**config.mk**
```make
export PLATFORM = sky130hd
export DESIGN_NAME = point_region_obstacle_detector_unit
export DESIGN_NICKNAME = d
export VERILOG_FILES = /design/src/rtl/core/pord_pkg.sv /design/src/rtl/core/pord_cfg.sv /design/src/rtl/core/pord_div.sv /design/src/rtl/core/pord_dp.sv /design/src/rtl/core/pord_ctrl.sv /design/src/rtl/core/point_region_obstacle_detector_unit.sv
export VERILOG_INCLUDE_DIRS = /design/src /design/src/rtl/core
export SDC_FILE = /design/constraint.sdc
export NUM_CORES = 2
export LEC_CHECK = 0
export ABC_AREA = 1
export BUFFER_PORTS_ARGS = -buffer_cell sky130_fd_sc_hd__buf_4
export CORE_AREA = 10 10 395 320
export CTS_CLUSTER_SIZE = 14
export DETAILED_ROUTE_END_ITERATION = 8
export DIE_AREA = 0 0 405 330
export GPL_TIMING_DRIVEN = 1
export HOLD_SLACK_MARGIN = 0.02
export PLACE_DENSITY = 0.77
export SETUP_SLACK_MARGIN = 0.02
export SLEW_MARGIN = 20
export SYNTH_ARGS = -nofsm -noshare
export SYNTH_HDL_FRONTEND = slang
export SYNTH_HIERARCHICAL = 1
export SYNTH_SLANG_ARGS = --single-unit
export TNS_END_PERCENT = 5
```
**constraint.sdc**
```tcl
create_clock -name clk -period 39.1 [get_ports clk]
set_input_delay 7.82 -clock clk [delete_from_list [all_inputs] [get_ports clk]]
set_output_delay 7.82 -clock clk [all_outputs]
set_load 0.005 [all_outputs]
```
**src/rtl/core/point_region_obstacle_detector_unit_macros.svh**
```systemverilog
// Assertion macros for the point region obstacle detector.
`ifndef POINT_REGION_OBSTACLE_DETECTOR_UNIT_MACROS_SVH
`define POINT_REGION_OBSTACLE_DETECTOR_UNIT_MACROS_SVH
`ifndef NO_ASSERTIONS
// Property checked on every clock edge outside reset.
`define PORD_ASSERT(lbl, prop, msg) \
    lbl: assert property (@(posedge clk) disable iff (!rst_n) prop) else $error(msg);
// Expression that must never be true outside reset.
`define PORD_NEVER(lbl, expr, msg) \
    lbl: assert property (@(posedge clk) disable iff (!rst_n) !(expr)) else $error(msg);
`else
`define PORD_ASSERT(lbl, prop, msg)
`define PORD_NEVER(lbl, expr, msg)
`endif
`endif

```
**src/rtl/core/pord_pkg.sv**
```systemverilog
// Shared types and constants of the point region obstacle detector.
package pord_pkg;

    localparam int COORD_BITS_DEF = 16;
    localparam int BAND_BITS      = 15;
    localparam int RADIUS_BITS    = 32;
    localparam int COUNT_BITS     = 16;
    localparam int ADDR_BITS      = 4;
    localparam int DATA_BITS      = 32;

    localparam logic [BAND_BITS-1:0]   BAND_FLOOR_RST  = 15'd15;
    localparam logic [BAND_BITS-1:0]   BAND_HEIGHT_RST = 15'd60;
    localparam logic [RADIUS_BITS-1:0] RADIUS_SQ_RST   = 32'd52900;
    localparam logic [COUNT_BITS-1:0]  THRESHOLD_RST   = 16'd750;

    typedef enum logic [1:0] {
        REG_BAND_FLOOR  = 2'd0,
        REG_BAND_HEIGHT = 2'd1,
        REG_RADIUS_SQ   = 2'd2,
        REG_THRESHOLD   = 2'd3
    } reg_idx_t;

    typedef enum logic [4:0] {
        ST_IDLE   = 5'b00001,
        ST_UPDATE = 5'b00010,
        ST_FIN    = 5'b00100,
        ST_DIV    = 5'b01000,
        ST_DONE   = 5'b10000
    } state_t;

    typedef struct packed {
        logic load_in;
        logic update;
        logic fin;
        logic div_step;
        logic out_load;
    } dp_cmd_t;

    typedef struct packed {
        logic last_pending;
        logic out_free;
    } dp_status_t;

endpackage

```
**src/rtl/core/pord_cfg.sv**
```systemverilog
// Configuration register file with APB-style access.
module pord_cfg (
    input  logic                                  clk,
    input  logic                                  rst_n,
    input  logic                                  psel,
    input  logic                                  penable,
    input  logic                                  pwrite,
    input  logic [pord_pkg::ADDR_BITS-1:0]        paddr,
    input  logic [pord_pkg::DATA_BITS-1:0]        pwdata,
    output logic [pord_pkg::DATA_BITS-1:0]        prdata,
    output logic                                  pready,
    output logic [pord_pkg::BAND_BITS-1:0]        band_floor,
    output logic [pord_pkg::BAND_BITS-1:0]        band_height,
    output logic [pord_pkg::RADIUS_BITS-1:0]      radius_squared,
    output logic [pord_pkg::COUNT_BITS-1:0]       count_threshold
);
    import pord_pkg::*;

    logic [BAND_BITS-1:0]   band_floor_reg;
    logic [BAND_BITS-1:0]   band_height_reg;
    logic [RADIUS_BITS-1:0] radius_sq_reg;
    logic [COUNT_BITS-1:0]  threshold_reg;
    logic                   wr_en;
    reg_idx_t               idx;

    assign pready = 1'b1;
    assign wr_en  = psel && penable && pwrite;
    assign idx    = reg_idx_t'(paddr[ADDR_BITS-1:2]);

    always_ff @(posedge clk or negedge rst_n)
    begin
        if (!rst_n)
        begin
            band_floor_reg  <= BAND_FLOOR_RST;
            band_height_reg <= BAND_HEIGHT_RST;
            radius_sq_reg   <= RADIUS_SQ_RST;
            threshold_reg   <= THRESHOLD_RST;
        end
        else if (wr_en)
        begin
            unique case (idx)
                REG_BAND_FLOOR:  band_floor_reg  <= pwdata[BAND_BITS-1:0];
                REG_BAND_HEIGHT: band_height_reg <= pwdata[BAND_BITS-1:0];
                REG_RADIUS_SQ:   radius_sq_reg   <= pwdata[RADIUS_BITS-1:0];
                REG_THRESHOLD:   threshold_reg   <= pwdata[COUNT_BITS-1:0];
            endcase
        end
    end

    always_comb
    begin
        unique case (idx)
            REG_BAND_FLOOR:  prdata = DATA_BITS'(band_floor_reg);
            REG_BAND_HEIGHT: prdata = DATA_BITS'(band_height_reg);
            REG_RADIUS_SQ:   prdata = DATA_BITS'(radius_sq_reg);
            REG_THRESHOLD:   prdata = DATA_BITS'(threshold_reg);
        endcase
    end

    assign band_floor      = band_floor_reg;
    assign band_height     = band_height_reg;
    assign radius_squared  = radius_sq_reg;
    assign count_threshold = threshold_reg;

endmodule

```
**src/rtl/core/pord_div.sv**
```systemverilog
// Shift-subtract signed divider, one quotient bit per step, truncating toward zero.
module pord_div #(
    parameter int DIVIDEND_BITS = pord_pkg::COORD_BITS_DEF + pord_pkg::COUNT_BITS,
    parameter int DIVISOR_BITS  = pord_pkg::COUNT_BITS
) (
    input  logic                            clk,
    input  logic                            start,
    input  logic                            step,
    input  logic signed [DIVIDEND_BITS-1:0] dividend,
    input  logic        [DIVISOR_BITS-1:0]  divisor,
    output logic signed [DIVIDEND_BITS-1:0] quotient
);
    logic [DIVIDEND_BITS-1:0] quo_reg;
    logic [DIVISOR_BITS-1:0]  rem_reg;
    logic [DIVISOR_BITS-1:0]  div_reg;
    logic                     neg_reg;
    logic                     zero_reg;
    logic [DIVISOR_BITS:0]    shifted;
    logic [DIVISOR_BITS:0]    diff;
    logic                     ge;

    assign shifted = {rem_reg, quo_reg[DIVIDEND_BITS-1]};
    assign ge      = shifted >= {1'b0, div_reg};
    assign diff    = shifted - {1'b0, div_reg};

    always_ff @(posedge clk)
    begin
        if (start)
        begin
            quo_reg  <= dividend[DIVIDEND_BITS-1] ? -dividend : dividend;
            rem_reg  <= '0;
            div_reg  <= divisor;
            neg_reg  <= dividend[DIVIDEND_BITS-1];
            zero_reg <= (divisor == '0);
        end
        else if (step)
        begin
            quo_reg <= {quo_reg[DIVIDEND_BITS-2:0], ge};
            rem_reg <= ge ? diff[DIVISOR_BITS-1:0] : shifted[DIVISOR_BITS-1:0];
        end
    end

    always_comb
    begin
        if (zero_reg)
            quotient = '0;
        else if (neg_reg)
            quotient = -$signed(quo_reg);
        else
            quotient = $signed(quo_reg);
    end

endmodule

```
**src/rtl/core/pord_dp.sv**
```systemverilog
// Datapath: point registers, region test, per-frame accumulators, dividers, output beat.
module pord_dp #(
    parameter int COORD_BITS = pord_pkg::COORD_BITS_DEF
) (
    input  logic                               clk,
    input  logic                               rst_n,
    input  pord_pkg::dp_cmd_t                  cmd,
    output pord_pkg::dp_status_t               status,
    input  logic [pord_pkg::BAND_BITS-1:0]     band_floor,
    input  logic [pord_pkg::BAND_BITS-1:0]     band_height,
    input  logic [pord_pkg::RADIUS_BITS-1:0]   radius_squared,
    input  logic [pord_pkg::COUNT_BITS-1:0]    count_threshold,
    input  logic signed [COORD_BITS-1:0]       point_x,
    input  logic signed [COORD_BITS-1:0]       point_y,
    input  logic signed [COORD_BITS-1:0]       point_z,
    input  logic                               point_valid,
    input  logic                               frame_last,
    output logic                               out_valid,
    input  logic                               out_stall,
    output logic                               obstacle_found,
    output logic signed [COORD_BITS-1:0]       left_x,
    output logic signed [COORD_BITS-1:0]       left_y,
    output logic signed [COORD_BITS-1:0]       right_x,
    output logic signed [COORD_BITS-1:0]       right_y,
    output logic signed [COORD_BITS-1:0]       mean_x,
    output logic signed [COORD_BITS-1:0]       mean_y,
    output logic [pord_pkg::COUNT_BITS-1:0]    hit_count
);
    import pord_pkg::*;

    localparam int SQ_BITS  = 2 * COORD_BITS;
    localparam int R2_BITS  = ((SQ_BITS > RADIUS_BITS) ? SQ_BITS : RADIUS_BITS) + 1;
    localparam int SUM_BITS = COORD_BITS + COUNT_BITS;
    localparam int CMP_BITS = ((COORD_BITS > BAND_BITS + 1) ? COORD_BITS : BAND_BITS + 1) + 1;
    localparam logic signed [COORD_BITS-1:0] COORD_MAX = {1'b0, {(COORD_BITS-1){1'b1}}};
    localparam logic signed [COORD_BITS-1:0] COORD_MIN = {1'b1, {(COORD_BITS-1){1'b0}}};

    // captured point
    logic signed [COORD_BITS-1:0] x_reg, y_reg, z_reg;
    logic                         valid_reg;
    logic                         last_reg;
    logic [SQ_BITS-1:0]           sqx_reg, sqy_reg;
    logic signed [SQ_BITS-1:0]    sqx_full, sqy_full;

    // frame state
    logic [COUNT_BITS-1:0]        hits_reg;
    logic                         sat_reg;
    logic signed [SUM_BITS-1:0]   sum_x_reg, sum_y_reg;
    logic signed [COORD_BITS-1:0] least_y_reg, least_y_x_reg, most_y_reg, most_y_x_reg;

    // frame snapshot for the result
    logic                         res_found_reg;
    logic [COUNT_BITS-1:0]        res_hits_reg;
    logic signed [COORD_BITS-1:0] res_left_x_reg, res_left_y_reg;
    logic signed [COORD_BITS-1:0] res_right_x_reg, res_right_y_reg;

    // output beat
    logic                         out_valid_reg;
    logic                         out_found_reg;
    logic [COUNT_BITS-1:0]        out_hits_reg;
    logic signed [COORD_BITS-1:0] out_left_x_reg, out_left_y_reg;
    logic signed [COORD_BITS-1:0] out_right_x_reg, out_right_y_reg;
    logic signed [COORD_BITS-1:0] out_mean_x_reg, out_mean_y_reg;

    logic signed [CMP_BITS-1:0]   z_ext, lo_ext, hi_ext;
    logic [BAND_BITS:0]           band_top;
    logic [R2_BITS-1:0]           r2;
    logic                         in_band, in_radius, hit;
    logic [COUNT_BITS:0]          hits_inc;
    logic                         reach;
    logic [COUNT_BITS-1:0]        acc;
    logic signed [SUM_BITS-1:0]   quo_x, quo_y;

    assign sqx_full = point_x * point_x;
    assign sqy_full = point_y * point_y;

    always_ff @(posedge clk or negedge rst_n)
    begin
        if (!rst_n)
            last_reg <= 1'b0;
        else if (cmd.load_in)
            last_reg <= frame_last;
    end

    always_ff @(posedge clk)
    begin
        if (cmd.load_in)
        begin
            x_reg     <= point_x;
            y_reg     <= point_y;
            z_reg     <= point_z;
            valid_reg <= point_valid;
            sqx_reg   <= sqx_full;
            sqy_reg   <= sqy_full;
        end
    end

    assign band_top  = {1'b0, band_floor} + {1'b0, band_height};
    assign z_ext     = CMP_BITS'(z_reg);
    assign lo_ext    = $signed(CMP_BITS'(band_floor));
    assign hi_ext    = $signed(CMP_BITS'(band_top));
    assign in_band   = (z_ext >= lo_ext) && (z_ext < hi_ext);
    assign r2        = R2_BITS'(sqx_reg) + R2_BITS'(sqy_reg);
    assign in_radius = r2 < R2_BITS'(radius_squared);
    assign hit       = valid_reg && !sat_reg && in_band && in_radius;
    assign hits_inc  = {1'b0, hits_reg} + (COUNT_BITS+1)'(1);
    assign reach     = hits_inc >= {1'b0, count_threshold};

    always_ff @(posedge clk or negedge rst_n)
    begin
        if (!rst_n)
        begin
            hits_reg      <= '0;
            sat_reg       <= 1'b0;
            sum_x_reg     <= '0;
            sum_y_reg     <= '0;
            least_y_reg   <= COORD_MAX;
            least_y_x_reg <= '0;
            most_y_reg    <= COORD_MIN;
            most_y_x_reg  <= '0;
        end
        else if (cmd.fin)
        begin
            hits_reg      <= '0;
            sat_reg       <= 1'b0;
            sum_x_reg     <= '0;
            sum_y_reg     <= '0;
            least_y_reg   <= COORD_MAX;
            least_y_x_reg <= '0;
            most_y_reg    <= COORD_MIN;
            most_y_x_reg  <= '0;
        end
        else if (cmd.update && hit)
        begin
            hits_reg <= hits_inc[COUNT_BITS-1:0];
            if (reach)
                sat_reg <= 1'b1;
            else
            begin
                sum_x_reg <= sum_x_reg + SUM_BITS'(x_reg);
                sum_y_reg <= sum_y_reg + SUM_BITS'(y_reg);
                if (y_reg <= least_y_reg)
                begin
                    least_y_reg   <= y_reg;
                    least_y_x_reg <= x_reg;
                end
                if (y_reg >= most_y_reg)
                begin
                    most_y_reg   <= y_reg;
                    most_y_x_reg <= x_reg;
                end
            end
        end
    end

    // the point that reaches the threshold is counted but not summed
    assign acc = sat_reg ? hits_reg - COUNT_BITS'(1) : hits_reg;

    always_ff @(posedge clk)
    begin
        if (cmd.fin)
        begin
            res_found_reg   <= hits_reg >= count_threshold;
            res_hits_reg    <= hits_reg;
            res_left_x_reg  <= least_y_x_reg;
            res_left_y_reg  <= least_y_reg;
            res_right_x_reg <= most_y_x_reg;
            res_right_y_reg <= most_y_reg;
        end
    end

    pord_div #(
        .DIVIDEND_BITS (SUM_BITS),
        .DIVISOR_BITS  (COUNT_BITS)
    ) u_div_x (
        .clk      (clk),
        .start    (cmd.fin),
        .step     (cmd.div_step),
        .dividend (sum_x_reg),
        .divisor  (acc),
        .quotient (quo_x)
    );

    pord_div #(
        .DIVIDEND_BITS (SUM_BITS),
        .DIVISOR_BITS  (COUNT_BITS)
    ) u_div_y (
        .clk      (clk),
        .start    (cmd.fin),
        .step     (cmd.div_step),
        .dividend (sum_y_reg),
        .divisor  (acc),
        .quotient (quo_y)
    );

    always_ff @(posedge clk or negedge rst_n)
    begin
        if (!rst_n)
            out_valid_reg <= 1'b0;
        else if (cmd.out_load)
            out_valid_reg <= 1'b1;
        else if (!out_stall)
            out_valid_reg <= 1'b0;
    end

    always_ff @(posedge clk)
    begin
        if (cmd.out_load)
        begin
            out_found_reg   <= res_found_reg;
            out_hits_reg    <= res_hits_reg;
            out_left_x_reg  <= res_left_x_reg;
            out_left_y_reg  <= res_left_y_reg;
            out_right_x_reg <= res_right_x_reg;
            out_right_y_reg <= res_right_y_reg;
            out_mean_x_reg  <= quo_x[COORD_BITS-1:0];
            out_mean_y_reg  <= quo_y[COORD_BITS-1:0];
        end
    end

    assign status.last_pending = last_reg;
    assign status.out_free     = !out_valid_reg || !out_stall;

    assign out_valid      = out_valid_reg;
    assign obstacle_found = out_found_reg;
    assign left_x         = out_left_x_reg;
    assign left_y         = out_left_y_reg;
    assign right_x        = out_right_x_reg;
    assign right_y        = out_right_y_reg;
    assign mean_x         = out_mean_x_reg;
    assign mean_y         = out_mean_y_reg;
    assign hit_count      = out_hits_reg;

endmodule

```
**src/rtl/core/pord_ctrl.sv**
```systemverilog
// Controller: sequences point updates, end-of-frame division and the result beat.
module pord_ctrl #(
    parameter int DIV_STEPS = pord_pkg::COORD_BITS_DEF + pord_pkg::COUNT_BITS
) (
    input  logic                 clk,
    input  logic                 rst_n,
    input  logic                 in_valid,
    output logic                 in_stall,
    input  pord_pkg::dp_status_t status,
    output pord_pkg::dp_cmd_t    cmd
);
    import pord_pkg::*;

    localparam int CNT_BITS = $clog2(DIV_STEPS);

    state_t              state_reg, state_next;
    logic [CNT_BITS-1:0] cnt_reg, cnt_next;
    logic                stall_int;
    logic                accept;

    assign stall_int = !((state_reg == ST_IDLE) ||
                         ((state_reg == ST_UPDATE) && !status.last_pending));
    assign accept    = in_valid && !stall_int;
    assign in_stall  = stall_int;

    always_comb
    begin
        state_next   = state_reg;
        cnt_next     = cnt_reg;
        cmd.load_in  = accept;
        cmd.update   = 1'b0;
        cmd.fin      = 1'b0;
        cmd.div_step = 1'b0;
        cmd.out_load = 1'b0;
        unique case (state_reg)
            ST_IDLE:
            begin
                if (accept)
                    state_next = ST_UPDATE;
            end
            ST_UPDATE:
            begin
                cmd.update = 1'b1;
                if (status.last_pending)
                    state_next = ST_FIN;
                else if (!accept)
                    state_next = ST_IDLE;
            end
            ST_FIN:
            begin
                cmd.fin    = 1'b1;
                cnt_next   = '0;
                state_next = ST_DIV;
            end
            ST_DIV:
            begin
                cmd.div_step = 1'b1;
                cnt_next     = cnt_reg + CNT_BITS'(1);
                if (cnt_reg == CNT_BITS'(DIV_STEPS - 1))
                    state_next = ST_DONE;
            end
            ST_DONE:
            begin
                if (status.out_free)
                begin
                    cmd.out_load = 1'b1;
                    state_next   = ST_IDLE;
                end
            end
            default:
            begin
                state_next = ST_IDLE;
            end
        endcase
    end

    always_ff @(posedge clk or negedge rst_n)
    begin
        if (!rst_n)
        begin
            state_reg <= ST_IDLE;
            cnt_reg   <= '0;
        end
        else
        begin
            state_reg <= state_next;
            cnt_reg   <= cnt_next;
        end
    end

endmodule

```
**src/rtl/core/point_region_obstacle_detector_unit.sv**
```systemverilog
// Top level of the point region obstacle detector.
// Points stream in one beat per cycle while in_stall is low: each accepted
// point is tested and accumulated in the cycle after it is taken, while the
// next point is taken. A point marked frame_last stalls the input for the end
// of frame: its update, a snapshot, the shift-subtract dividers that form the
// means, and the load of the result beat once the output register is free.
// The result beat waits in an output register; a new frame streams while it
// is still stalled, and only the next end of frame waits for it to leave.
module point_region_obstacle_detector_unit #(
    parameter int COORD_BITS = pord_pkg::COORD_BITS_DEF
) (
    input  logic                               clk,
    input  logic                               rst_n,
    input  logic                               psel,
    input  logic                               penable,
    input  logic                               pwrite,
    input  logic [pord_pkg::ADDR_BITS-1:0]     paddr,
    input  logic [pord_pkg::DATA_BITS-1:0]     pwdata,
    output logic [pord_pkg::DATA_BITS-1:0]     prdata,
    output logic                               pready,
    input  logic                               in_valid,
    output logic                               in_stall,
    input  logic signed [COORD_BITS-1:0]       point_x,
    input  logic signed [COORD_BITS-1:0]       point_y,
    input  logic signed [COORD_BITS-1:0]       point_z,
    input  logic                               point_valid,
    input  logic                               frame_last,
    output logic                               out_valid,
    input  logic                               out_stall,
    output logic                               obstacle_found,
    output logic signed [COORD_BITS-1:0]       left_x,
    output logic signed [COORD_BITS-1:0]       left_y,
    output logic signed [COORD_BITS-1:0]       right_x,
    output logic signed [COORD_BITS-1:0]       right_y,
    output logic signed [COORD_BITS-1:0]       mean_x,
    output logic signed [COORD_BITS-1:0]       mean_y,
    output logic [pord_pkg::COUNT_BITS-1:0]    hit_count
);
    import pord_pkg::*;

    `include "point_region_obstacle_detector_unit_macros.svh"

    localparam int DIV_STEPS = COORD_BITS + COUNT_BITS;

    logic [BAND_BITS-1:0]   band_floor;
    logic [BAND_BITS-1:0]   band_height;
    logic [RADIUS_BITS-1:0] radius_squared;
    logic [COUNT_BITS-1:0]  count_threshold;
    dp_cmd_t                cmd;
    dp_status_t             status;

    pord_cfg u_cfg (
        .clk             (clk),
        .rst_n           (rst_n),
        .psel            (psel),
        .penable         (penable),
        .pwrite          (pwrite),
        .paddr           (paddr),
        .pwdata          (pwdata),
        .prdata          (prdata),
        .pready          (pready),
        .band_floor      (band_floor),
        .band_height     (band_height),
        .radius_squared  (radius_squared),
        .count_threshold (count_threshold)
    );

    pord_ctrl #(
        .DIV_STEPS (DIV_STEPS)
    ) u_ctrl (
        .clk      (clk),
        .rst_n    (rst_n),
        .in_valid (in_valid),
        .in_stall (in_stall),
        .status   (status),
        .cmd      (cmd)
    );

    pord_dp #(
        .COORD_BITS (COORD_BITS)
    ) u_dp (
        .clk             (clk),
        .rst_n           (rst_n),
        .cmd             (cmd),
        .status          (status),
        .band_floor      (band_floor),
        .band_height     (band_height),
        .radius_squared  (radius_squared),
        .count_threshold (count_threshold),
        .point_x         (point_x),
        .point_y         (point_y),
        .point_z         (point_z),
        .point_valid     (point_valid),
        .frame_last      (frame_last),
        .out_valid       (out_valid),
        .out_stall       (out_stall),
        .obstacle_found  (obstacle_found),
        .left_x          (left_x),
        .left_y          (left_y),
        .right_x         (right_x),
        .right_y         (right_y),
        .mean_x          (mean_x),
        .mean_y          (mean_y),
        .hit_count       (hit_count)
    );

    `PORD_ASSERT(a_no_result_overwrite, cmd.out_load |-> (!out_valid || !out_stall), "result beat overwritten")
    `PORD_NEVER(a_no_accept_at_finish, cmd.fin && cmd.load_in, "point taken during frame finish")
    `PORD_ASSERT(a_divide_before_load, cmd.fin |=> !cmd.out_load, "result loaded before division")

endmodule

```
==> results.ini <==
[grt]
number_of_antenna_violations_at_the_first_check_in_global_routing = 10
gr-usage-all-layers_pct = 22.1
largest_net_degree_at_the_start_of_global_routing = 96
first_pass_grt_wire_length_um = 238000
grt.overflow.total = 0
via_count_of_the_first_global_routing_pass = 44700

[route]
route.layer.met1.wl_um = 67500
dr_total_vias = 45500
drc_errors = 0
wl_per_cell_um = 17.5
drt_iter0_drc = 3779
antenna_violating_nets_post_route = 0
totalWireLength_um = 150000
via_per_inst = 5.33
detailroute.wirelength.met2_um = 66500
highest_layer = met5
wl_met3_um = 11800
drt_first_pass_iters = 9

[die]
fp.dieArea_mm2 = 0.134
num_rows = 113
chipWidth_um = 405
top_level_ports = 241
initial_standard_cell_utilization_of_the_core_pct = 48.8
die_height_um = 330
fp.coreArea_mm2 = 0.118

[min_path]
min_path_type = flip-flop to flip-flop
worst_hold_path.num_cells = 0
min_to = u_dp/right_y[12]$_DFFE_PP_
min_from = u_dp/res_right_y_reg[12]$_DFFE_PP_

[cts]
clockBufferDepth = 3
cts_max_level = 3
cts.reportedPaths.clkPinSlew_ns = 0.06
tritoncts = built
numClockSinks = 670
post_cts_resized = 0
insertion_delay_ns = 0.68
clockRootBuffer = clkbuf_16
cts-hold-fix-buffers = 0
cts_setup_buffers = 0
numCtsBuffers = 75

[sta]
setup-violations-final = 0
finalHoldViolations = 0
final_min_period_over_clock_period_pct = 42.9
skew_final_ns = 0.0620
unrepaired_setup_endpoints_after_global_routing = false
max_clock_freq_mhz = 59.6
worst-slew-pin-transition_ns = 1.07
fin_tns_setup_ns = 0
max_slew_margin_pct = 28.4
worst_hold_slack_ns = 0.373
report.final.slew_viol_count = 0
timing.final.crit_period_ns = 16.77

[setup_path]
worst_ep_arrival_time_ns = 8.95
ff_to_ff_setup_slack_ns = 32.33
critical_path.reg2reg.endpoint = u_dp/sum_x_reg[17]$_DFFE_PN0P_
r2r.worst_path.cells = 30
timing.critical_path.slowest_cell_delay_ns = 0.36
cp_data_required_time_ns = 31.28
critPathCaptureType = primary output
worstReg2RegStart = u_dp/sqy_reg[3]$_DFFE_PP_
critical_path.cell_chain = buf_4 -> inv_6 -> nand2_8 -> inv_2 -> nand2_1 -> nand2_1 -> buf_4
timing.critical_path.from_type = input pin
slowest_cell_on_the_critical_path = buf_4
criticalPathCategory = input pin to primary output
worstPathMaxFanout = 34

[synthesis]
net_count_after_synthesis = 7809
yosysWarnings = 6
post_synth.cell_area_avg_um2 = 8.49
syn-cell-area_mm2 = 0.0576
syn_inst = 6787

[finish]
final_layout_size_suffix_gt1_share_pct = 7.98
fillerInstances = 10700
area_growth_pct = 9.44
final_common_cell = nand2_1
finalNonFillerCells = 8549
nNetsFinal = 7950
commonest_non_fill_non_tap_cells_in_the_layout = nand2_1, inv_1, fa_1

[placed_design]
hpwlAfterDp_um = 116000
port-buffer-count = 237
placedCellCount = 8403
globalplace.congestion = 0.923

[status]
outcome = complete, no violations

[job]
max_cap_viol_count = 0

## stage by stage
stage	worst slack (ns)	utilization, %	cell area (um^2)
floorplan	19.55	-	57600
global placement	22.39	51.2	60500
detailed placement	22.37	51.2	60500
CTS	22.36	53.4	63100
global route	22.28	53.4	63100
finish	22.33	53.4	63100
## critical path: cells and delay by family
| family | cells | cell delay (ns) |
|---|---|---|
| AND/OR/NAND/NOR | 3 | 0.37 |
| buffers and inverters | 4 | 0.74 |
## worst max path at each step
stage	startpoint	to	depth (start not counted)
6_report	paddr[2]	prdata[15]	7
3_3_place_gp	paddr[2]	prdata[15]	7
4_1_cts	paddr[2]	prdata[15]	7
5_1_grt	paddr[2]	prdata[15]	7
2_1_floorplan	out_stall	u_dp/hit_count[0]$_DFFE_PP_	3
3_5_place_dp	paddr[2]	prdata[15]	7
## cell type report
| cell class | instances | area [um^2] | area share (%) |
|---|---|---|---|
| Tap cell | 1552 | 1940 | 3.08 |
| Timing Repair Buffer | 256 | 1930 | 3.06 |
| Inverter | 1290 | 4850 | 7.69 |
| Sequential cell | 670 | 18700 | 29.6 |
| Clock inverter | 49 | 542 | 0.859 |
| Antenna cell | 7 | 17.5 | 0.0278 |
| Clock buffer | 90 | 2020 | 3.20 |
| Multi-Input combinational cell | 4635 | 33100 | 52.5 |
## metal layers
metal / track usage (%) / vias up
met5: 0 / -
met4: 6.15 / 4
met3: 3.51 / 231
met2: 34.3 / 1651
met1: 31.8 / 21900
li1: - / 21700
Power is not shown: default switching activity piles up to over one toggle a cycle in this logic, so the estimate is an artifact.
